`config.mk`:
```
export PLATFORM = sky130hd
export DESIGN_NAME = sbm_back
export DESIGN_NICKNAME = d
export VERILOG_FILES = /design/src/design/sbm_pkg.sv /design/src/design/sbm_back.sv
export SDC_FILE = /design/constraint.sdc
export NUM_CORES = 2
export LEC_CHECK = 0
export BUFFER_PORTS_ARGS = -buffer_cell sky130_fd_sc_hd__buf_2
export CAP_MARGIN = 20
export CORE_UTILIZATION = 30
export DETAILED_ROUTE_END_ITERATION = 12
export PLACE_DENSITY = 0.43
export SYNTH_ARGS = -nofsm -noshare
export SYNTH_HDL_FRONTEND = slang
export SYNTH_SLANG_ARGS = --single-unit
```
`constraint.sdc`:
```
create_clock -name clk -period 11.1 [get_ports clk]
set_input_delay 2.22 -clock clk [delete_from_list [all_inputs] [get_ports clk]]
set_output_delay 2.22 -clock clk [all_outputs]
set_load 0.02 [all_outputs]
```
`src/design/sbm_pkg.sv`:
```
// Shared types, constants and the log2 fraction table for the spectrum bar meter.
// No dependencies; imported by every module of the block.
package sbm_pkg;

    localparam int BarCount  = 32;
    localparam int FftPoints = 512;
    localparam int FftLog2   = $clog2(FftPoints);
    localparam int BandW     = 5;
    localparam int QueueDepth = 4;

    // Configuration register indexes.
    localparam logic [2:0] REG_DISPLAY_HEIGHT = 3'd0;
    localparam logic [2:0] REG_FLOOR_DB       = 3'd1;
    localparam logic [2:0] REG_CEILING_DB     = 3'd2;
    localparam logic [2:0] REG_RISE_OLD       = 3'd3;
    localparam logic [2:0] REG_RISE_NEW       = 3'd4;
    localparam logic [2:0] REG_FALL_OLD       = 3'd5;
    localparam logic [2:0] REG_FALL_NEW       = 3'd6;
    localparam logic [2:0] REG_CAP_STEP       = 3'd7;

    // One finished band handed from the accumulator to the band processor.
    typedef struct packed {
        logic [BandW-1:0] band;
        logic [63:0]      power;
        logic [15:0]      pairs;
    } band_job_t;

    typedef struct packed {
        logic [7:0]         display_height;
        logic signed [11:0] floor_db;
        logic signed [11:0] ceiling_db;
        logic [7:0]         rise_old;
        logic [7:0]         rise_new;
        logic [7:0]         fall_old;
        logic [7:0]         fall_new;
        logic [15:0]        cap_step;
    } cfg_t;

    typedef enum logic [3:0] {
        ST_IDLE,
        ST_MSB,
        ST_LOG,
        ST_DB,
        ST_MAP,
        ST_DIV1,
        ST_SMOOTH,
        ST_DIV2,
        ST_UPDATE,
        ST_OUT
    } back_state_t;

    // round(256*log2(1+m/32))
    function automatic logic [7:0] log_frac(input logic [4:0] m);
        logic [7:0] t [32];
        t = '{8'd0, 8'd11, 8'd22, 8'd33, 8'd44, 8'd54, 8'd63, 8'd73,
              8'd82, 8'd92, 8'd100, 8'd109, 8'd118, 8'd126, 8'd134, 8'd142,
              8'd150, 8'd157, 8'd165, 8'd172, 8'd179, 8'd186, 8'd193, 8'd200,
              8'd207, 8'd213, 8'd220, 8'd226, 8'd232, 8'd238, 8'd244, 8'd250};
        return t[m];
    endfunction

endpackage

```
`src/design/sbm_back.sv`:
```
// Band processor: log2, dB mapping, smoothing and peak cap per band.
// Depends on sbm_pkg. Uses one shared serial divider for both divisions.
module sbm_back (
    input  logic                      clk,
    input  logic                      rst_n,
    input  sbm_pkg::cfg_t             cfg,
    input  logic                      job_valid,
    input  sbm_pkg::band_job_t        job,
    output logic                      job_take,
    output logic                      out_valid,
    input  logic                      out_stall,
    output logic [sbm_pkg::BandW-1:0] bar_band,
    output logic [7:0]                bar_rows,
    output logic [7:0]                cap_row
);
    import sbm_pkg::*;

    back_state_t        state_reg, state_next;
    band_job_t          job_reg;
    logic [5:0]         ep_reg, ed_reg;
    logic [63:0]        scan_p_reg;
    logic [31:0]        scan_d_reg;
    logic signed [15:0] l_diff_reg;
    logic signed [23:0] db_reg;
    logic               empty_reg;
    logic signed [15:0] target_reg, prev_reg, h_reg;
    logic [15:0]        cap_old_reg;
    // Serial divider: 40-bit magnitude numerator, 17-bit divisor.
    logic [39:0]        q_reg;
    logic [16:0]        r_reg;
    logic [16:0]        dv_reg;
    logic               neg_reg;
    logic [5:0]         it_reg;
    logic               rise_reg;
    logic [BandW-1:0]   ob_reg;
    logic [7:0]         orow_reg, ocap_reg;
    logic               ov_reg;

    logic signed [15:0] hgt_mem [BarCount];
    logic [15:0]        cap_mem [BarCount];
    logic [BarCount-1:0] written_reg;

    logic [31:0]        den;
    logic [17:0]        rem_try;
    logic signed [40:0] quot_s;
    logic signed [15:0] quot_sat;
    logic [4:0]         mp, md;
    logic signed [16:0] lp, ld;
    logic signed [12:0] span;
    logic signed [39:0] num_map;
    logic [8:0]         wsum;
    logic signed [39:0] num_sm;
    logic signed [15:0] clipped;
    logic [15:0]        cap_dec, cap_floor, cap_new;
    logic               div_busy;

    assign den = {15'd0, job_reg.pairs, 1'b0} << FftLog2;

    // Mantissa bits just below the leading one.
    assign mp = (ep_reg >= 6'd5) ? 5'(job_reg.power >> (ep_reg - 6'd5))
                                 : 5'(job_reg.power << (6'd5 - ep_reg));
    assign md = (ed_reg >= 6'd5) ? 5'(den >> (ed_reg - 6'd5))
                                 : 5'(den << (6'd5 - ed_reg));
    assign lp = $signed({1'b0, ep_reg, 2'b00, 8'd0}) >>> 2;
    assign ld = $signed({1'b0, ed_reg, 2'b00, 8'd0}) >>> 2;

    assign span    = 13'(cfg.ceiling_db) - 13'(cfg.floor_db);
    assign num_map = 40'((db_reg - 24'(cfg.floor_db)) * $signed({1'b0, cfg.display_height}));
    assign wsum    = rise_reg ? 9'(cfg.rise_old) + 9'(cfg.rise_new)
                              : 9'(cfg.fall_old) + 9'(cfg.fall_new);
    assign num_sm  = rise_reg
        ? 40'(prev_reg * $signed({1'b0, cfg.rise_old}))
          + 40'(target_reg * $signed({1'b0, cfg.rise_new}))
        : 40'(prev_reg * $signed({1'b0, cfg.fall_old}))
          + 40'(target_reg * $signed({1'b0, cfg.fall_new}));

    // Restoring divider step and signed, saturated quotient.
    assign rem_try  = {r_reg, q_reg[39]} - {1'b0, dv_reg};
    assign quot_s   = neg_reg ? -$signed({1'b0, q_reg}) : $signed({1'b0, q_reg});
    assign quot_sat = (quot_s > 41'sd32767) ? 16'sd32767
                    : (quot_s < -41'sd32768) ? -16'sd32768 : 16'(quot_s);
    assign div_busy = it_reg != '0;

    assign clipped = (h_reg < 0) ? 16'sd0
                   : (h_reg > $signed({8'd0, cfg.display_height}))
                     ? $signed({8'd0, cfg.display_height}) : h_reg;
    assign cap_dec   = (cap_old_reg > cfg.cap_step) ? cap_old_reg - cfg.cap_step : 16'd0;
    assign cap_floor = {clipped[7:0], 8'd0};
    assign cap_new   = (cap_dec < cap_floor) ? cap_floor : cap_dec;

    // Next state.
    always_comb
    begin
        state_next = state_reg;
        unique case (state_reg)
            ST_IDLE:   if (job_valid) state_next = ST_MSB;
            ST_MSB:    if (scan_p_reg[63] && scan_d_reg[31]) state_next = ST_LOG;
            ST_LOG:    state_next = ST_DB;
            ST_DB:     state_next = ST_MAP;
            ST_MAP:    state_next = empty_reg ? ST_SMOOTH : ST_DIV1;
            ST_DIV1:   if (!div_busy) state_next = ST_SMOOTH;
            ST_SMOOTH: state_next = (wsum == '0) ? ST_UPDATE : ST_DIV2;
            ST_DIV2:   if (!div_busy) state_next = ST_UPDATE;
            ST_UPDATE: state_next = ST_OUT;
            ST_OUT:    if (!ov_reg || !out_stall) state_next = ST_IDLE;
            default:   state_next = ST_IDLE;
        endcase
    end

    // Outputs of the state machine.
    always_comb
    begin
        job_take = 1'b0;
        unique case (state_reg)
            ST_IDLE: job_take = job_valid;
            default: job_take = 1'b0;
        endcase
    end

    always_ff @(posedge clk or negedge rst_n)
    begin
        if (!rst_n)
        begin
            state_reg   <= ST_IDLE;
            written_reg <= '0;
            ov_reg      <= 1'b0;
            it_reg      <= '0;
        end
        else
        begin
            state_reg <= state_next;
            if (ov_reg && !out_stall) ov_reg <= 1'b0;
            if (div_busy) it_reg <= it_reg - 6'd1;
            unique case (state_reg)
                ST_MAP:    if (!empty_reg) it_reg <= 6'd40;
                ST_SMOOTH: if (wsum != '0) it_reg <= 6'd40;
                ST_UPDATE: written_reg[job_reg.band] <= 1'b1;
                ST_OUT:    if (!ov_reg || !out_stall) ov_reg <= 1'b1;
                default:   ;
            endcase
        end
    end

    // Datapath.
    always_ff @(posedge clk)
    begin
        if (div_busy)
        begin
            if (!rem_try[17])
            begin
                r_reg <= rem_try[16:0];
                q_reg <= {q_reg[38:0], 1'b1};
            end
            else
            begin
                r_reg <= {r_reg[15:0], q_reg[39]};
                q_reg <= {q_reg[38:0], 1'b0};
            end
        end
        unique case (state_reg)
            ST_IDLE:
            begin
                job_reg    <= job;
                ep_reg     <= 6'd63;
                ed_reg     <= 6'd31;
                scan_p_reg <= job.power;
                scan_d_reg <= {15'd0, job.pairs, 1'b0} << FftLog2;
                empty_reg  <= (job.pairs == '0) || (job.power == '0);
            end
            ST_MSB:
            begin
                // One bit of the leading-one search per cycle for both words.
                if (!scan_p_reg[63] && ep_reg != '0)
                begin
                    scan_p_reg <= scan_p_reg << 1;
                    ep_reg     <= ep_reg - 6'd1;
                end
                else
                begin
                    scan_p_reg[63] <= 1'b1;
                end
                if (!scan_d_reg[31] && ed_reg != '0)
                begin
                    scan_d_reg <= scan_d_reg << 1;
                    ed_reg     <= ed_reg - 6'd1;
                end
                else
                begin
                    scan_d_reg[31] <= 1'b1;
                end
            end
            ST_LOG:
            begin
                l_diff_reg <= 16'(lp + 17'(log_frac(mp)) - ld - 17'(log_frac(md)) - 17'sd4096);
                prev_reg   <= written_reg[job_reg.band] ? hgt_mem[job_reg.band] : 16'sd0;
                cap_old_reg <= written_reg[job_reg.band] ? cap_mem[job_reg.band] : 16'd0;
            end
            ST_DB:
                db_reg <= 24'(($signed({{8{l_diff_reg[15]}}, l_diff_reg}) * 24'sd771) >>> 12);
            ST_MAP:
            begin
                neg_reg <= num_map[39];
                q_reg   <= num_map[39] ? 40'(-num_map) : num_map;
                r_reg   <= '0;
                dv_reg  <= (span <= 0) ? 17'd1 : 17'(span);
                if (empty_reg) target_reg <= -16'sd32768;
            end
            ST_DIV1:
                if (!div_busy) target_reg <= quot_sat;
            ST_SMOOTH:
            begin
                neg_reg  <= num_sm[39];
                q_reg    <= num_sm[39] ? 40'(-num_sm) : num_sm;
                r_reg    <= '0;
                dv_reg   <= {8'd0, wsum};
                if (wsum == '0) h_reg <= target_reg;
            end
            ST_DIV2:
                if (!div_busy) h_reg <= quot_sat;
            ST_UPDATE:
            begin
                hgt_mem[job_reg.band] <= h_reg;
                cap_mem[job_reg.band] <= cap_new;
            end
            ST_OUT:
            begin
                // Load the output register only once the previous transfer is gone.
                if (!ov_reg || !out_stall)
                begin
                    ob_reg   <= job_reg.band;
                    orow_reg <= clipped[7:0];
                    ocap_reg <= cap_new[15:8];
                end
            end
            default: ;
        endcase
        // Select the weight pair as soon as the target is known.
        if (state_reg == ST_DIV1 && !div_busy)
        begin
            rise_reg <= quot_sat > prev_reg;
        end
        else if (state_reg == ST_MAP && empty_reg)
        begin
            rise_reg <= 1'b0;
        end
    end

    assign out_valid = ov_reg;
    assign bar_band  = ob_reg;
    assign bar_rows  = orow_reg;
    assign cap_row   = ocap_reg;

endmodule
```
---- Yosys cells after proc, flatten, opt, wreduce, memory -nomap -nowiden ----
Memories as Yosys holds them, arrays and structs flattened. A register that Yosys moved wholly into a read port is not among the register bits.
Index checks and enable logic that the tools add are counted.
cells by class
  reduce and logical (&&, ||, !) cells .... 37
  shift operators ......................... 4
  equality and inequality tests ........... 18
  bitwise logic cells ..................... 3
  multiplexer cells ....................... 63
  magnitude comparators ................... 14
  add/subtract/negate cells ............... 22
  multipliers ............................. 6
operators by type and width
  cell                    number
  $mux W40                4
  $pmux W64 S2            1
  $mux W16                7
  $mul A16 B9 Y25         4
  $pmux W40 S2            1
  $logic_not A64 Y1       1
  $pmux W16 S2            2
  $pmux W32 S2            1
  $shl A64 B6 Y5          1
  $shr A64 B6 Y5          1
  $mux W63                1
  $add A25 B25 Y26        2
  $mux W8                 6
  $gt A41 B16 Y1 const B  1
  $lt A41 B16 Y1 const B  1
  $mux W41                1
  $neg A40 Y41            1
  $neg A22 Y40            1
  $neg A40 Y40            1
  $pmux W4 S10            1
  $pmux W6 S2             3
  $mux W17                2
  $pmux W17 S2            1
  $gt A16 B16 Y1          2
  other kinds (54)        120
storage, ports and cells
  logic and storage cells ................. 197
  register bits ........................... 394
  output and inout bits ................... 23
  memories kept ........................... 4
  input port bits ......................... 169
  ROM bits ................................ 512
  memory bits (writable) .................. 1024
memory list
  name             words  width  rd ports  clocked after memory_dff  write ports  line            RTL
  cap_mem          32     16     1         1                         1            sbm_back.sv:40  logic [15:0] cap_mem [BarCount];
  hgt_mem          32     16     1         1                         1            sbm_back.sv:39  logic signed [15:0] hgt_mem [BarCount];
  (no name shown)  32     8      1         0                         0            sbm_pkg.sv:59   return t[m];
  (no name shown)  32     8      1         0                         0            sbm_pkg.sv:59

---- Longest topological paths before layout ----
  depth after elaboration ................. 11
  depth in mapped cells ................... 36
  gate-level depth less buffers ........... 34

---- Worst setup path after synthesis ----
No wires, ideal clock.
  path type ............................... in2reg
  start ................................... in cfg[62] (netlist name)
  end ..................................... reg q_reg[6] (data pin)
  slack ................................... 1361 ps
  cell stages on the path ................. 32
  arrival ................................. 9470 ps
  path through ............................ inv_1 -> ha_1 -> nor2b_1 -> o21ai_0 -> a21boi_0 -> o21ai_0 -> a21boi_0 -> o21ai_0 -> a21boi_0 -> o21ai_0 -> nand2b_1 -> a221oi_1 -> nand2_1 -> fa_1 -> inv_1 -> fa_1 -> fa_1 -> inv_1 -> fa_1 -> inv_1 -> ha_1 -> and2_1 -> a221o_1 -> a21oi_1 -> o211ai_1 -> a2111o_1 -> nand3_1 -> clkbuf_1 -> o41ai_1 -> xnor2_1 -> a22oi_1 -> o21ai_0
on the way
  word-level cells in the longest chain between the ends .. 5
RTL lines
  element                 line             RTL
  start: declaration      sbm_back.sv:6    input sbm_pkg::cfg_t cfg,
  $sub A12 B12 Y13 (*)    sbm_back.sv:68   assign num_map = 40'((db_reg - 24'(cfg.floor_db)) * $signed({1'b0, cfg.display_height}));
  $mul A13 B9 Y22 (*)     sbm_back.sv:68
  $neg A22 Y40            sbm_back.sv:203  q_reg <= num_map[39] ? 40'(-num_map) : num_map;
  $mux W40 (*)            sbm_back.sv:203
  $pmux W40 S2 (*)        sbm_back.sv:160  unique case (state_reg)
  end signal: assignment  sbm_back.sv:157  q_reg <= {q_reg[38:0], 1'b0};
  end signal: assignment  sbm_back.sv:203
  end signal: assignment  sbm_back.sv:213  q_reg <= num_sm[39] ? 40'(-num_sm) : num_sm;
  end: declaration        sbm_back.sv:29   logic [39:0] q_reg;
Mark *: on every way between the ends. The rest lies on a longest branch, timed or not.
A chain may end at the register's enable or synchronous reset.

---- Worst setup path in the final report ----
  start ................................... in cfg[60] (netlist name)
  end ..................................... reg q_reg[9] (data pin)
The elaborated chain is that of the path after synthesis.

==> metrics.md <==
| Metric | Value |
|---|---|
| Status | finished, final reports clean |
| Endpoints failing hold | 0 |
| Fmax achieved | 103 MHz |
| CP Capture Type | register |
| Clk slew on worst S/H paths | 60 ps |
| Worst vdd ir | 0.000274 V |
| Remaining global-route overflow | 0 |
| Initial DRC Count | 4253 |
| Die ar. | 304000 µm² |
| YS warnings | 0 |
| Design Power | 19.4 mW |
| Worst setup SP type | input port |
| Largest net degree at the start of global routing | 112 |
| Largest area contributor in the netlist | edfxtp_1 |
| Minimum clock period | 9690 ps |
| Post-CTS resize count | 0 |
| Hold Startpoint | job_reg[80]$_DFFE_PP_ |
| Initial Utilization | 30.2% |
| Post-Route Setup TNS | 0 ps |
| Leakage | 40.4 nW |
| Pwr per Cell Area | 189 nW/µm² |
| Top cell type's share of synthesized area | 45.6% |
| FF+latch area | 42700 µm² |
| Post-DP Area | 96900 µm² |
| WS Path Type | in -> reg |
| Syn Nets | 8429 |
| TritonCTS clock tree | yes |
| Vias after detailed routing | 57.5k |
| Post-route ant nets | 0 |
| Sequential fraction of the synthesis area | 47.1% |
| Vias in the first global route | 60.1k |
| Slowest stage delay, CP | 610 ps |
| Clk sinks | 1436 |
| Postcts setup bufs | 0 |
| Hold_buf cts | 0 |
| Slew margin rel. | 22.2% |
| Cts bufs inserted | 166 |
| Most frequent cells in the layout | 1376 x edfxtp_1, 991 x inv_1, 847 x nand2_1 |
| Mapped Cells | 7183 |
| Fillers | 29.7k |
| # port buffers | 191 |
| Share of cells above drive strength 1 | 13.9% |
| Drt first pass iters | 7 |
| Skew-Pair Late Insertion Delay | 860 ps |
| Main synth FF type | edfxtp_1 |
| Num rows | 201 |
| Total global-route track usage | 18.1% |
| Critical Path Source | cfg[60] |
| Synth area leaders | edfxtp_1 46%, fa_1 14%, mux4_2 7.9%, ha_1 6.4%, inv_1 4.1% |
| Post-Syn Area | 90700 µm² |
| Mean Syn Cell Area | 12.6 µm² |
| Routability cong. | 0.826 |
| Unique masters post-synth | 101 |
| Slew Limit Fails | 0 |
| Slowest CP cell | nand3_1 |
| Most used cell, CP | o21ai_0 |
| Initial antenna violation count | 14 |
| Worst EP arrival | 10200 ps |
| Max Fanout on Critical Path | 21 |
| Die W | 552 µm |
| Max H-tree Level | 4 |
| Critical R2R Launch | target_reg[6]$_SDFFCE_PN0P_ |
| Most common library cell in the layout ignoring fill and taps | edfxtp_1 |
| RSZ-0062 raised after global routing | false |
| Overall routed net length | 274000 µm |
| Ports | 192 |
| Vias per inst | 5.00 |
| Clk_skew | 100 ps |
| Die height | 552 µm |
| Post-synth EDFFs | 1376 |
| First-pass GRT wire length | 408000 µm |
| Wire per inst | 23.8 µm |
| Final period utilization | 87.3% |
| Setup slack after layout | 1410 ps |
| FFs w/ async S/R, synth | 2.99% |
| Remaining DRCs | 0 |
| Hold Crit Class | reg -> reg |
| Final setup fails | 0 |
| Slew @ Worst Pin | 1170 ps |
| Area occupied by multi-input gates | 43400 µm² |
| Hpwl dp | 182000 µm |
| Final #Nets | 8638 |
| Final Cell Area | 103000 µm² |
| Yosys reg bits | 1436 |
| WP data required | 11610 ps |
| Core Region | 300000 µm² |
| Syn-to-layout area delta | 13.2% |
| Max-Cap Viols | 0 |
| Clk root buf | clkbuf_16 |
| Pre-CTS setup slack | 668 ps |
| Clock Path Buffers | 3 |
==> cell usage after synthesis (75+ instances only) <==
cell type  number
edfxtp_1     1376
inv_1         991
nand2_1       848
fa_1          613
ha_1          464
mux4_2        319
and2_1        270
clkbuf_1      242
nor2_1        235
o21ai_0       207
a21oi_1       166
xnor2_1       139
a22oi_1        81
nor3_1         79
mux2i_1        77
xor2_1         75
==> kinds of logic after synthesis <==
group                      synth area share, %
xor gates and xnor gates                  2.09
buffers and inverters                     5.47
adders and majority gates                 19.9
and+or+nand+nor                           9.30
DFF                                       47.1
other                                  0.00414
muxes                                     8.88
AOI/OAI and AO/OA                         7.19
==> power breakdown <==
group          switching (mW)  total, mW  internal [mW]
combinational            4.78       7.71           2.93
sequential              0.151       6.22           6.07
clock                    2.40       5.49           3.09
==> worst paths after layout <==
| check | to | slack, ps | depth (start not counted) |
|---|---|---|---|
| max | q_reg[9]$_DFFE_PP_ | 1410 | 31 |
| max reg2reg | q_reg[16]$_DFFE_PP_ | 2360 | 25 |
| min | bar_band[0]$_DFFE_PP_ | 450 | 0 |
| min reg2reg | bar_band[0]$_DFFE_PP_ | 450 | 0 |
| min in group asynchronous | it_reg[3]$_DFF_PN0_ | 1530 | 2 |
| max in group asynchronous | written_reg[13]$_DFFE_PN0P_ | 8940 | 2 |
==> cell type report <==
class / instances / share of cell area, %
multi-input cells: 4449 / 42.3
flip-flops and latches: 1436 / 41.6
well taps: 3958 / 4.83
clock buffers: 198 / 4.16
inverters: 994 / 3.64
repair buffers: 345 / 2.29
clock inverters: 105 / 1.15
diodes: 6 / 0.0146
==> through the flow <==
step,hold slack [ps],instances,util [%]
5_1_grt,473,11500,34.2
3_5_place_dp,439,11200,32.3
3_3_place_gp,447,11200,32.3
4_1_cts,460,11500,34.1
2_1_floorplan,424,7183,-
6_report,454,11500,34.2
==> worst max-delay path, delay by kind of cell <==
kind                     cells  cell delay (ps)
AND/OR/NAND/NOR              4             1080
buffers and inverters        3              200
adder cells (fa/ha/maj)      7             2860
XOR/XNOR                     2              690
AO/OA/AOI/OAI               15             3110
==> routing by layer <==
layer / GRT usage [%] / part of all wire, % / up-vias
li1: - / - / 25800
met1: 25.3 / 46 / 30200
met2: 30.1 / 48 / 1235
met3: 2.21 / 4.4 / 228
met4: 3.56 / 1.7 / 2
met5: 0 / 0.0047 / -
Note: power is estimated with default switching activity, not from simulation.
