===== src/design/sbm_pkg.sv =====
// Shared types, constants and the log2 fraction table for the spectrum bar meter.
// No dependencies; imported by every module of the block.
package sbm_pkg;

    localparam int BarCount  = 32;
    localparam int FftPoints = 512;
    localparam int FftLog2   = $clog2(FftPoints);
    localparam int BandW     = 5;
    localparam int QueueDepth = 4;

    // Configuration register indexes.
    localparam logic [2:0] REG_DISPLAY_HEIGHT = 3'd0;
    localparam logic [2:0] REG_FLOOR_DB       = 3'd1;
    localparam logic [2:0] REG_CEILING_DB     = 3'd2;
    localparam logic [2:0] REG_RISE_OLD       = 3'd3;
    localparam logic [2:0] REG_RISE_NEW       = 3'd4;
    localparam logic [2:0] REG_FALL_OLD       = 3'd5;
    localparam logic [2:0] REG_FALL_NEW       = 3'd6;
    localparam logic [2:0] REG_CAP_STEP       = 3'd7;

    // One finished band handed from the accumulator to the band processor.
    typedef struct packed {
        logic [BandW-1:0] band;
        logic [63:0]      power;
        logic [15:0]      pairs;
    } band_job_t;

    typedef struct packed {
        logic [7:0]         display_height;
        logic signed [11:0] floor_db;
        logic signed [11:0] ceiling_db;
        logic [7:0]         rise_old;
        logic [7:0]         rise_new;
        logic [7:0]         fall_old;
        logic [7:0]         fall_new;
        logic [15:0]        cap_step;
    } cfg_t;

    typedef enum logic [3:0] {
        ST_IDLE,
        ST_MSB,
        ST_LOG,
        ST_DB,
        ST_MAP,
        ST_DIV1,
        ST_SMOOTH,
        ST_DIV2,
        ST_UPDATE,
        ST_OUT
    } back_state_t;

    // round(256*log2(1+m/32))
    function automatic logic [7:0] log_frac(input logic [4:0] m);
        logic [7:0] t [32];
        t = '{8'd0, 8'd11, 8'd22, 8'd33, 8'd44, 8'd54, 8'd63, 8'd73,
              8'd82, 8'd92, 8'd100, 8'd109, 8'd118, 8'd126, 8'd134, 8'd142,
              8'd150, 8'd157, 8'd165, 8'd172, 8'd179, 8'd186, 8'd193, 8'd200,
              8'd207, 8'd213, 8'd220, 8'd226, 8'd232, 8'd238, 8'd244, 8'd250};
        return t[m];
    endfunction

endpackage


===== src/design/sbm_queue.sv =====
// Short job queue between front end and band processor.
// Depends on sbm_pkg. Reports full early enough for two jobs already in flight.
module sbm_queue (
    input  logic               clk,
    input  logic               rst_n,
    input  logic               wr_valid,
    input  sbm_pkg::band_job_t wr_data,
    output logic               almost_full,
    output logic               rd_valid,
    input  logic               rd_take,
    output sbm_pkg::band_job_t rd_data
);
    import sbm_pkg::*;

    localparam int PtrW = $clog2(QueueDepth);

    band_job_t         mem [QueueDepth];
    logic [PtrW-1:0]   wp_reg, rp_reg;
    logic [PtrW:0]     cnt_reg;
    logic              do_rd;

    assign rd_valid    = cnt_reg != '0;
    assign do_rd       = rd_take && rd_valid;
    assign rd_data     = mem[rp_reg];
    // Two pipeline stages can still deliver after input stops.
    assign almost_full = 32'(cnt_reg) >= QueueDepth - 2;

    // Storage write.
    always_ff @(posedge clk)
    begin
        if (wr_valid)
        begin
            mem[wp_reg] <= wr_data;
        end
    end

    // Pointers and fill count.
    always_ff @(posedge clk or negedge rst_n)
    begin
        if (!rst_n)
        begin
            wp_reg  <= '0;
            rp_reg  <= '0;
            cnt_reg <= '0;
        end
        else
        begin
            if (wr_valid) wp_reg <= wp_reg + 1'b1;
            if (do_rd) rp_reg <= rp_reg + 1'b1;
            cnt_reg <= cnt_reg + (PtrW+1)'(wr_valid) - (PtrW+1)'(do_rd);
        end
    end

endmodule


===== config.mk =====
export PLATFORM = sky130hd
export DESIGN_NAME = sbm_queue
export DESIGN_NICKNAME = d
export VERILOG_FILES = /design/src/design/sbm_pkg.sv /design/src/design/sbm_queue.sv
export SDC_FILE = /design/constraint.sdc
export NUM_CORES = 1
export LEC_CHECK = 0
export BUFFER_PORTS_ARGS = -buffer_cell sky130_fd_sc_hd__buf_2
export CAP_MARGIN = 20
export CORE_UTILIZATION = 61
export CTS_BUF_LIST = sky130_fd_sc_hd__clkbuf_4 sky130_fd_sc_hd__clkbuf_8 sky130_fd_sc_hd__clkbuf_16
export CTS_CLUSTER_DIAMETER = 150
export DETAILED_ROUTE_END_ITERATION = 12
export MAX_ROUTING_LAYER = met4
export PLACE_DENSITY = 0.94
export SETUP_SLACK_MARGIN = 0.02
export SLEW_MARGIN = 10
export SYNTH_ARGS = -nofsm -noshare
export SYNTH_HDL_FRONTEND = slang
export SYNTH_SLANG_ARGS = --single-unit

===== constraint.sdc =====
create_clock -name clk -period 6.51 [get_ports clk]
set_input_delay 1.302 -clock clk [delete_from_list [all_inputs] [get_ports clk]]
set_output_delay 1.302 -clock clk [all_outputs]
set_load 0.01 [all_outputs]

Word level (Yosys, flattened, before mapping)
Memory sizes are Yosys's and may differ from the RTL's.
Cells that the tools add are included.
- $add $sub $neg: 4
- mux-type cells: 2
- reduce and logical (&&, ||, !) cells: 2
- magnitude comparators: 1
- operators by type and width (cell ; count):
    adder 2 x 1 -> 2 bit (second input constant) ; 2
    adder 3 x 1 -> 3 bit ; 1
    >= comparator 3 x 2 -> 1 bit (second input constant) ; 1
    nonzero test 3 bit ; 1
    subtractor 3 x 1 -> 3 bit ; 1
    two-way mux 1 bit ; 2
    logical AND 1 bit ; 1
- word-level logic and storage cells: 13
- output and inout port bits: 87
- flip-flop bits (word level): 7
- input port bits: 89
- memories kept: 1
- memory bits (writable): 340
- memories (name ; depth ; width ; rd ports ; clocked after Yosys merged registers in ; wr ports ; line ; source):
    mem ; 4 ; 85 ; 1 ; 0 ; 1 ; sbm_queue.sv:17 ; band_job_t mem [QueueDepth];

Depth between registers and ports, before layout
Gate-level depths: netlist (run 1).
- word-level depth: 3
- mapped depth: 7
- mapped depth without buffers: 7

Worst setup path before layout (run 1)
No wires, ideal clock.
- path type: input port to flip-flop
- from: input wr_valid
- to: memory mem[0][0] (netlist name), enable pin
- data arrival time: 3.269 ns
- path slack: 2.788 ns
- path buffers: 0
- stages on the path: 1
- required time: 6.057 ns
- setup time: 0.453 ns
- path through: and2_1
- cells in the longest elaborated chain, start to end: 2
- ends and longest elaborated chain (item ; line ; source):
    from (decl) ; sbm_queue.sv:6 ; input logic wr_valid,
    two-way mux 1 bit ; sbm_queue.sv:31 ; if (wr_valid)
    two-way mux 1 bit (not written as such) ; sbm_queue.sv:33 ; mem[wp_reg] <= wr_data;
    to (decl) ; sbm_queue.sv:17 ;
No other way between the ends.

==> flow_results.org, run 1 <==
** Outcome
- Outcome :: completed

** Timing
- In this run the tightest slew margin relative to its limit is 24.7%.
- Setup repair after global routing left no endpoint under its margin.
- Final worst slack :: approximately 2.4 ns
- For the final database, setup skew stands at 0.0200 ns.
- Final hold violations :: 0
- Summed over all failing endpoints, the final setup total negative slack is 0 ns.
- Number of setup violations in the final report :: 0
- Hold timing on the final database bottoms out at a slack of about 0.55 ns.
- Final period demand of the worst path :: around 4.1 ns
- Final Max Tran Viols :: 0
- Timing would allow up to 244 MHz.
- For the pin with the worst max-slew slack, the measured transition is 1.13 ns.
- Final worst-path cycle share :: 62.9%

** Final layout
- Post-layout nets :: 778
- Filler Cells Inserted :: roughly 1,100
- The register with the most flip-flops in the layout has 340 of them.
- For this run, the number of standard cells in the final layout without fillers is 979.
- Layout cell share with drive strength beyond 1 :: 46.8%
- Synth-to-Final Area Change :: 18.7%

** Worst setup path
- Of all nets on the critical path, the largest fanout is 35.
- End of the worst register-to-register path :: mem[0][14]
- At the worst endpoint, the arrival time is roughly 2.8 ns.
- By startpoint and endpoint, the worst setup path is classified as flip-flop to output pin.
- In this run the critical register-to-register path is launched from wp_reg[0].
- Number of cells on the worst reg-to-reg path :: 4
- Crit start category :: flip-flop
- Tracing the worst setup path back leads to its startpoint at rp_reg[0].
- For the worst setup path, the data required time is 5.21 ns.
- Nature of the critical path endpoint :: output pin
- In this run the register-to-register setup slack is 4.24 ns.

** Floorplan
- From bottom edge to top edge, the die measures 146 µm.
- Area of the die :: 21,400 µm²
- Initial core utilization :: 62.6%
- Cell Rows :: 52
- In this run the horizontal extent of the chip is 146 µm.
- around 180 I/O pins were placed.
- The total area inside the core boundary comes to 20,300 µm².

** Clock tree
- TritonCTS created 34 clock buffers.
- Clock latency of the later-clocked register in the worst-skew pair :: 0.50 ns
- CTS built an H-tree with a depth of 2.
- CTS tree :: built
- Clk pin slew, worst setup/hold paths :: 0.06 ns
- In this run the deepest clock path goes through 3 buffers.
- CTS Hold Buffers Added :: 0
- The clock drives between 300 and 400 sinks.
- Number of setup buffers added after CTS :: 0
- Cells resized by post-CTS repair :: 0
- The tree is rooted in a sky130_fd_sc_hd__clkbuf_16.

** Detailed routing
- Number of design rule violations left after detail routing :: 0
- Summed over all layers, the routed wires come to 23,400 µm.
- The first TritonRoute pass finished after 4 iterations.
- In the routed layout, each cell is associated on average with a via count of 5.87.
- The first routing iteration left 458 violations.
- In this run the remaining antenna-violating nets after routing total 0.
- In the final routed layout, each cell accounts on average for 23.9 µm.
- Vias after detailed routing :: 5,742

** Pwr
- Clk network pwr share :: 29.1%
- Power dissipated by switching net loads :: around 2.0 mW
- Total power for the finished layout comes to 7.03 mW.
- For this design the static power due to leakage is 5.23 nW.
- Of the total power, the share spent switching nets is 27.8%.
- VDD sags by at most 0.494 mV.
- Cell internal power was estimated by the tool at 5.08 mW.
- In this run the power density over the cells is ~470 nW/µm².
- Combinational logic burns 26.0% of the power.
- Sequential group share of total power :: between 40% and 50%

** Run
- Total of max-cap violations :: 0

** GRT
- Busiest layer in global routing :: met2
- Global routing used 5.16% of the available met3 tracks.
- Global routing used 23.3% of the available tracks across all layers.
- Summed over all layers, the global routing overflow is 0.
- Via count of the first global-routing pass :: 6,203
- Pin count of the biggest net entering global routing :: 76
- Global-route wire length before repair :: 35,300 µm
- In the global route stage, met2 resource usage came out at 37.9%.
- Number of antenna violations at the first check in global routing :: 2
- Global routing consumed, on the met1 layer, 29.7% of the routing resources.

** Placement
- Counting tap cells, the placed design contains a total of about 910 instances.
- Routability-driven placement finished with a final weighted congestion of 0.780.
- Port buffering added 175 buffers.
- The HPWL after detailed placement is 13,800 µm.
- At the placement stage, the worst setup path has a slack of 2.84 ns.

** Yosys
- The synthesized netlist occupies a cell area of 12,700 µm².
- Synth Warn # :: 0
- Post-synthesis area per instance :: around 26 µm²
- Most area-hungry cell type in the Yosys netlist :: sky130_fd_sc_hd__edfxtp_1
- Of the synthesized area, sequential elements account for around four fifths.
- The number of nets handed over by synthesis was ~580.
- Synth top area cells :: sky130_fd_sc_hd__edfxtp_1, sky130_fd_sc_hd__mux4_2, sky130_fd_sc_hd__dfrtp_1
- Counting every instance in the synthesized netlist gives ~480.
- Cell variety after synth :: 21
- After synthesis the netlist holds a flip-flop and latch count of ~350.
- Fraction of post-synthesis cell area in the top cell type by area :: 80.4%

** Min path
- The startpoint identified for the worst hold timing path is wp_reg[0].
- For hold timing, the worst endpoint is wp_reg[0].
- Depth of the worst hold-timing path :: 1
- The min-delay analysis places its worst path in the category flip-flop to flip-flop.
==> cell usage after synthesis <==
library cell / number
sky130_fd_sc_hd__o21ai_0: 1
sky130_fd_sc_hd__nand3_1: 1
sky130_fd_sc_hd__inv_1: 8
sky130_fd_sc_hd__mux4_2: 85
sky130_fd_sc_hd__ha_1: 7
sky130_fd_sc_hd__o31a_1: 1
sky130_fd_sc_hd__o31ai_1: 1
sky130_fd_sc_hd__buf_8: 1
sky130_fd_sc_hd__buf_6: 1
sky130_fd_sc_hd__nand2_1: 1
sky130_fd_sc_hd__o311ai_0: 1
sky130_fd_sc_hd__and2_1: 4
sky130_fd_sc_hd__buf_12: 3
sky130_fd_sc_hd__clkbuf_1: 3
sky130_fd_sc_hd__xor2_1: 3
sky130_fd_sc_hd__buf_4: 3
sky130_fd_sc_hd__edfxtp_1: 340
sky130_fd_sc_hd__xnor2_1: 1
sky130_fd_sc_hd__fa_1: 1
sky130_fd_sc_hd__dfrtp_1: 7
sky130_fd_sc_hd__buf_2: 9
==> routing by layer <==
layer  routed length, µm  vias to the layer above
li1                    -                     2471
met1                9030                     3001
met2               12300                      238
met3                1640                       32
met4                 433                        0
met5                   0                        -
==> worst max-delay path: stages (launching register included) <==
cell and delay, ns:
sky130_fd_sc_hd__dfrtp_4 0.88, sky130_fd_sc_hd__buf_4 0.59, sky130_fd_sc_hd__mux4_2 0.62, sky130_fd_sc_hd__buf_2 0.16
==> worst max-delay path by stage <==
stage,cells past startpoint,slack (ns),to
final,3,2.42,rd_data[27]
after global routing,3,2.20,rd_data[80]
after CTS,3,2.31,rd_data[27]
after detailed placement,3,2.84,rd_data[27]
after global placement,3,2.90,rd_data[80]
after floorplan,1,2.79,mem[0][0]
==> cells by family (layout without fill, tap and decap cells) <==
family,Yosys count,count (layout),share of synthesized area [%]
mux,85,85,15.1
buf+inv,28,253,1.54
simple gates,6,6,0.266
xor+xnor,4,4,0.276
fa+ha+maj,8,8,0.847
compound gates,4,4,0.236
other cells,0,2,0
flops,347,347,81.8
==> cell usage in the layout (no fill, tap or decap), types with 2 or more instances in the layout <==
| master | synthesis | layout |
|---|---|---|
| sky130_fd_sc_hd__clkbuf_8 | 0 | 2 |
| sky130_fd_sc_hd__edfxtp_1 | 340 | 340 |
| sky130_fd_sc_hd__mux4_2 | 85 | 85 |
| sky130_fd_sc_hd__clkinv_1 | 0 | 5 |
| sky130_fd_sc_hd__and2_4 | 0 | 4 |
| sky130_fd_sc_hd__buf_4 | 3 | 6 |
| sky130_fd_sc_hd__bufinv_16 | 0 | 5 |
| sky130_fd_sc_hd__buf_2 | 9 | 175 |
| sky130_fd_sc_hd__xor2_1 | 3 | 3 |
| sky130_fd_sc_hd__ha_1 | 7 | 7 |
| sky130_fd_sc_hd__diode_2 | 0 | 2 |
| sky130_fd_sc_hd__clkbuf_4 | 0 | 4 |
| sky130_fd_sc_hd__dfrtp_1 | 7 | 5 |
| sky130_fd_sc_hd__clkbuf_16 | 0 | 37 |
| sky130_fd_sc_hd__inv_1 | 8 | 8 |
| sky130_fd_sc_hd__clkinv_2 | 0 | 8 |
| sky130_fd_sc_hd__buf_16 | 0 | 2 |
| sky130_fd_sc_hd__dfrtp_4 | 0 | 2 |
==> power by group through the flow <==
| stage | combinational (mW) | sequential [mW] | clock, mW |
|---|---|---|---|
| 6_report | 1.83 | 3.15 | 2.05 |
| 5_1_grt | 1.95 | 3.20 | 2.16 |
| 4_1_cts | 1.84 | 3.17 | 2.07 |
| 3_5_place_dp | 1.83 | 3.21 | 0 |
| 3_3_place_gp | 1.71 | 3.23 | 0 |
| 2_1_floorplan | 1.33 | 3.06 | 0 |
==> stage by stage <==
step	utilization, %	instance area (µm²)
finish	74.2	15100
global route	74.2	15100
CTS	74.1	15000
detailed placement	68.2	13800
global placement	68.0	13800
floorplan	-	12700
==> layout make-up <==
cell class                 instances  area [µm²]  share of cell area, %
sequential                       347       10400                   69.0
multi-input combinational        107        2130                   14.1
clock buffer                      43         983                   6.52
timing repair buffer             183         976                   6.48
tap                              270         338                   2.24
clock inverter                    19         216                   1.44
inverter                           8        30.0                  0.199
antenna                            2        5.00                 0.0332
Note: power is estimated with default switching activity, not from simulation.
==> inputs of run 2 (changes only) <==
- CORE_UTILIZATION: 61 -> 57
- PLACE_DENSITY: 0.94 -> 0.89
- clock period: 6.51 -> 3.9 ns (I/O delays scaled with it)
==> run 2 against run 1 <==
Via count fell by 1.8%. Power rose by 66%. Sequential cell count did not move. Die area rose by 6.9%. Global-route usage fell by 2.3 points. Final area rose by 0.19%. Hold slack got worse by 0.44 ns. Clock power rose by 65%. Utilization fell by 5.1 points. First-iteration DRC count fell by 31%. Final cell count rose by 0.92%. Clock skew fell by 0.0059 ns. Critical path type unchanged.
==> flow_results.org, run 2 (same netlist as run 1, synthesis figures left out) <==
** Outcome
- Outcome :: completed

** Clock tree
- TritonCTS built the clock tree.
- In this run the number of H-tree levels came out at 2.
- After clock tree synthesis, the flow added hold-fix buffers numbering 0.
- At the later pin of the worst-skew pair, clock insertion delay measures 0.50 ns.
- Clock tree synthesis inserted a total of 34 buffers.
- Post-CTS repair changed the size of 0 cells.
- Clk pin slew, worst setup/hold paths :: about 0.060 ns
- Maximum number of buffers from clock root to sink :: 3
- Number of setup buffers added after CTS :: 0
- The cell sitting at the root of the clock tree is a sky130_fd_sc_hd__clkbuf_16.
- For this design, the sink count on the clock tree is 347.

** Worst setup path
- The worst setup path is captured at an output pin.
- Crit-path max FO :: 22
- STA classifies the critical path startpoint as a flip-flop.
- Data on the critical path arrives at its endpoint at 2.38 ns.
- STA puts the critical path data required time at 3.12 ns.
- The worst setup path is of the flip-flop to output pin kind.
- Setup slack on the worst reg-to-reg path comes out at 1.80 ns.

** Timing
- The number of hold violations in the final report came to 0.
- Worst clock skew :: about 0.014 ns
- For the pin with the worst max-slew slack, the measured transition is 0.784 ns.
- Final Max Tran Viols :: 0
- The worst pin sits at a relative slew slack of ~48%.
- Maximum achievable frequency :: 316 MHz
- Sum of negative setup slack :: 0 ns
- Unrepaired setup endpoints after global routing :: false
- Final period demand of the worst path :: about 3.2 ns
- The final critical path takes up 81.1% of the cycle.
- Number of setup violations in the final report :: 0

** Detailed routing
- Routed WL per cell :: 22.9 µm
- Vias after detailed routing :: 5,638
- Ratio of routed vias to standard cells :: 5.71
- Number of design rule violations left after detail routing :: 0
- Count of routing violations after the opening detailed-route iteration :: 314
- Iteration count of the initial detailed-routing pass :: 4
- Summed over all layers, the routed wires come to 22,600 µm.
- ANT nets after route :: 0

** Run
- Total of max-cap violations :: 0

** Floorplan
- Core area :: about 22,000 µm²
- In this run the vertical extent of the chip is 151 µm.
- Area of the die :: between 20,000 and 25,000 µm²
- Initial core utilization :: slightly below 60%
- Width of the die :: 151 µm
- The floorplan has between 50 and 60 rows.
- For this design the top-level I/O count stands at 176.

** Final layout
- Post-layout nets :: 779
- Leaving out filler cells and counting taps, the final layout contains 988.
- Commonest non-fill, non-tap cell in the layout :: sky130_fd_sc_hd__edfxtp_1
- In the final layout, the multi-input gates occupy 2130 µm².
- The post-route netlist has 46.7% of its cells at a drive strength greater than 1.
- The filler cells instantiated in the layout total 1,283.
- In the layout the commonest cells are sky130_fd_sc_hd__edfxtp_1, sky130_fd_sc_hd__buf_2, sky130_fd_sc_hd__mux4_2.
- Flip-flop count of the largest register after layout :: 340
- Share of the core filled with cells in the final layout :: 69.2%
- The area growth from synthesis to layout is 18.9%.
- Sequential Area :: 10,400 µm²

** Placement
- Count of port buffers added during placement :: 175
- Including well taps, the total number of placed cells is 926.
- RD Place Congestion :: around 0.76
- DP HPWL :: 13,600 µm

** GRT
- Entering global routing, the biggest net connects 50 pins.
- Global routing consumed, on the met2 layer, about a third of the routing resources.
- Number of antenna violations at the first check in global routing :: 2
- Final global-route overflow total :: 0
- Busiest layer in global routing :: met2
- For met3 alone, demand over resource in global routing was 4.52%.
- Global routing used 21.0% of the available tracks.
- Global-route wire length before repair :: 33,600 µm
- Met1 Use GR :: 26.9%
- The via count of the first global-routing pass was 6,020.

** Pwr
- Summed over all cells, the static leakage comes to between 5 and 6 nW.
- Max IR drop VDD :: 0.556 mV
- In this run the power density over the cells is 773 nW/µm².

** Min path
- The tightest min-delay check is of the primary input to async pin type.
## run 2: cell count changes in the layout (fill, tap and decap cells not counted)
cell / before / now
sky130_fd_sc_hd__clkinv_2: 8 / 3
sky130_fd_sc_hd__clkbuf_8: 2 / 0
sky130_fd_sc_hd__buf_12: 0 / 5
sky130_fd_sc_hd__clkinv_4: 0 / 1
sky130_fd_sc_hd__buf_4: 6 / 4
sky130_fd_sc_hd__clkbuf_4: 4 / 6
sky130_fd_sc_hd__clkinvlp_4: 1 / 3
sky130_fd_sc_hd__buf_16: 2 / 0
## run 2: cell type report
cell class / count / area share, %
well taps: 280 / 2.32
repair buffers: 184 / 6.66
clock inverters: 17 / 1.43
clock buffers: 43 / 6.43
flip-flops and latches: 347 / 68.8
inverters: 8 / 0.199
diodes: 2 / 0.0331
multi-input cells: 107 / 14.1
## run 2: path summary, 6_finish.rpt
| path | depth (start not counted) | from | to |
|---|---|---|---|
| min in group clk | 1 | wr_data[79] | mem[2][79] |
| worst max-delay path | 3 | rp_reg[0] | rd_data[25] |
| worst min-delay path | 1 | rst_n | cnt_reg[0] |
| max in group asynchronous | 1 | rst_n | rp_reg[0] |
| worst max register to register | 4 | wp_reg[0] | mem[0][1] |
| worst min register to register | 1 | wp_reg[0] | wp_reg[0] |
## run 2: worst max-delay path: stages (launching register included)
cell                      delay [ns]
sky130_fd_sc_hd__dfrtp_4        0.71
sky130_fd_sc_hd__buf_4          0.42
sky130_fd_sc_hd__mux4_2         0.57
sky130_fd_sc_hd__buf_2          0.16
## run 2: power breakdown
group	leakage (nW)	internal [mW]	total (mW)	switching, mW
Clock	0.578	2.10	3.38	1.28
Sequential	3.20	4.89	5.22	0.336
Combinational	1.43	1.48	3.07	1.59
Total	5.22	8.46	11.7	3.21
## run 2: metrics by stage
stage          power (mW)  setup slack [ns]  area (µm²)  hold WS (ns)
5_1_grt              12.2             0.585       15100        0.0942
3_5_place_dp         8.44              1.22       13900         0.538
2_1_floorplan        7.33             0.700       12700         0.484
6_report             11.7             0.738       15100         0.109
4_1_cts              11.8             0.670       15100        0.0976
3_3_place_gp         8.29              1.24       13900         0.507
## run 2: per-layer routing
layer | part of all wire, % | up-vias | routed length (µm)
met5 | 0 | - | 0
met3 | 6.0 | 29 | 1350
met2 | 53 | 198 | 11900
met4 | 1.4 | 0 | 306
li1 | - | 2474 | -
met1 | 40 | 2937 | 9090
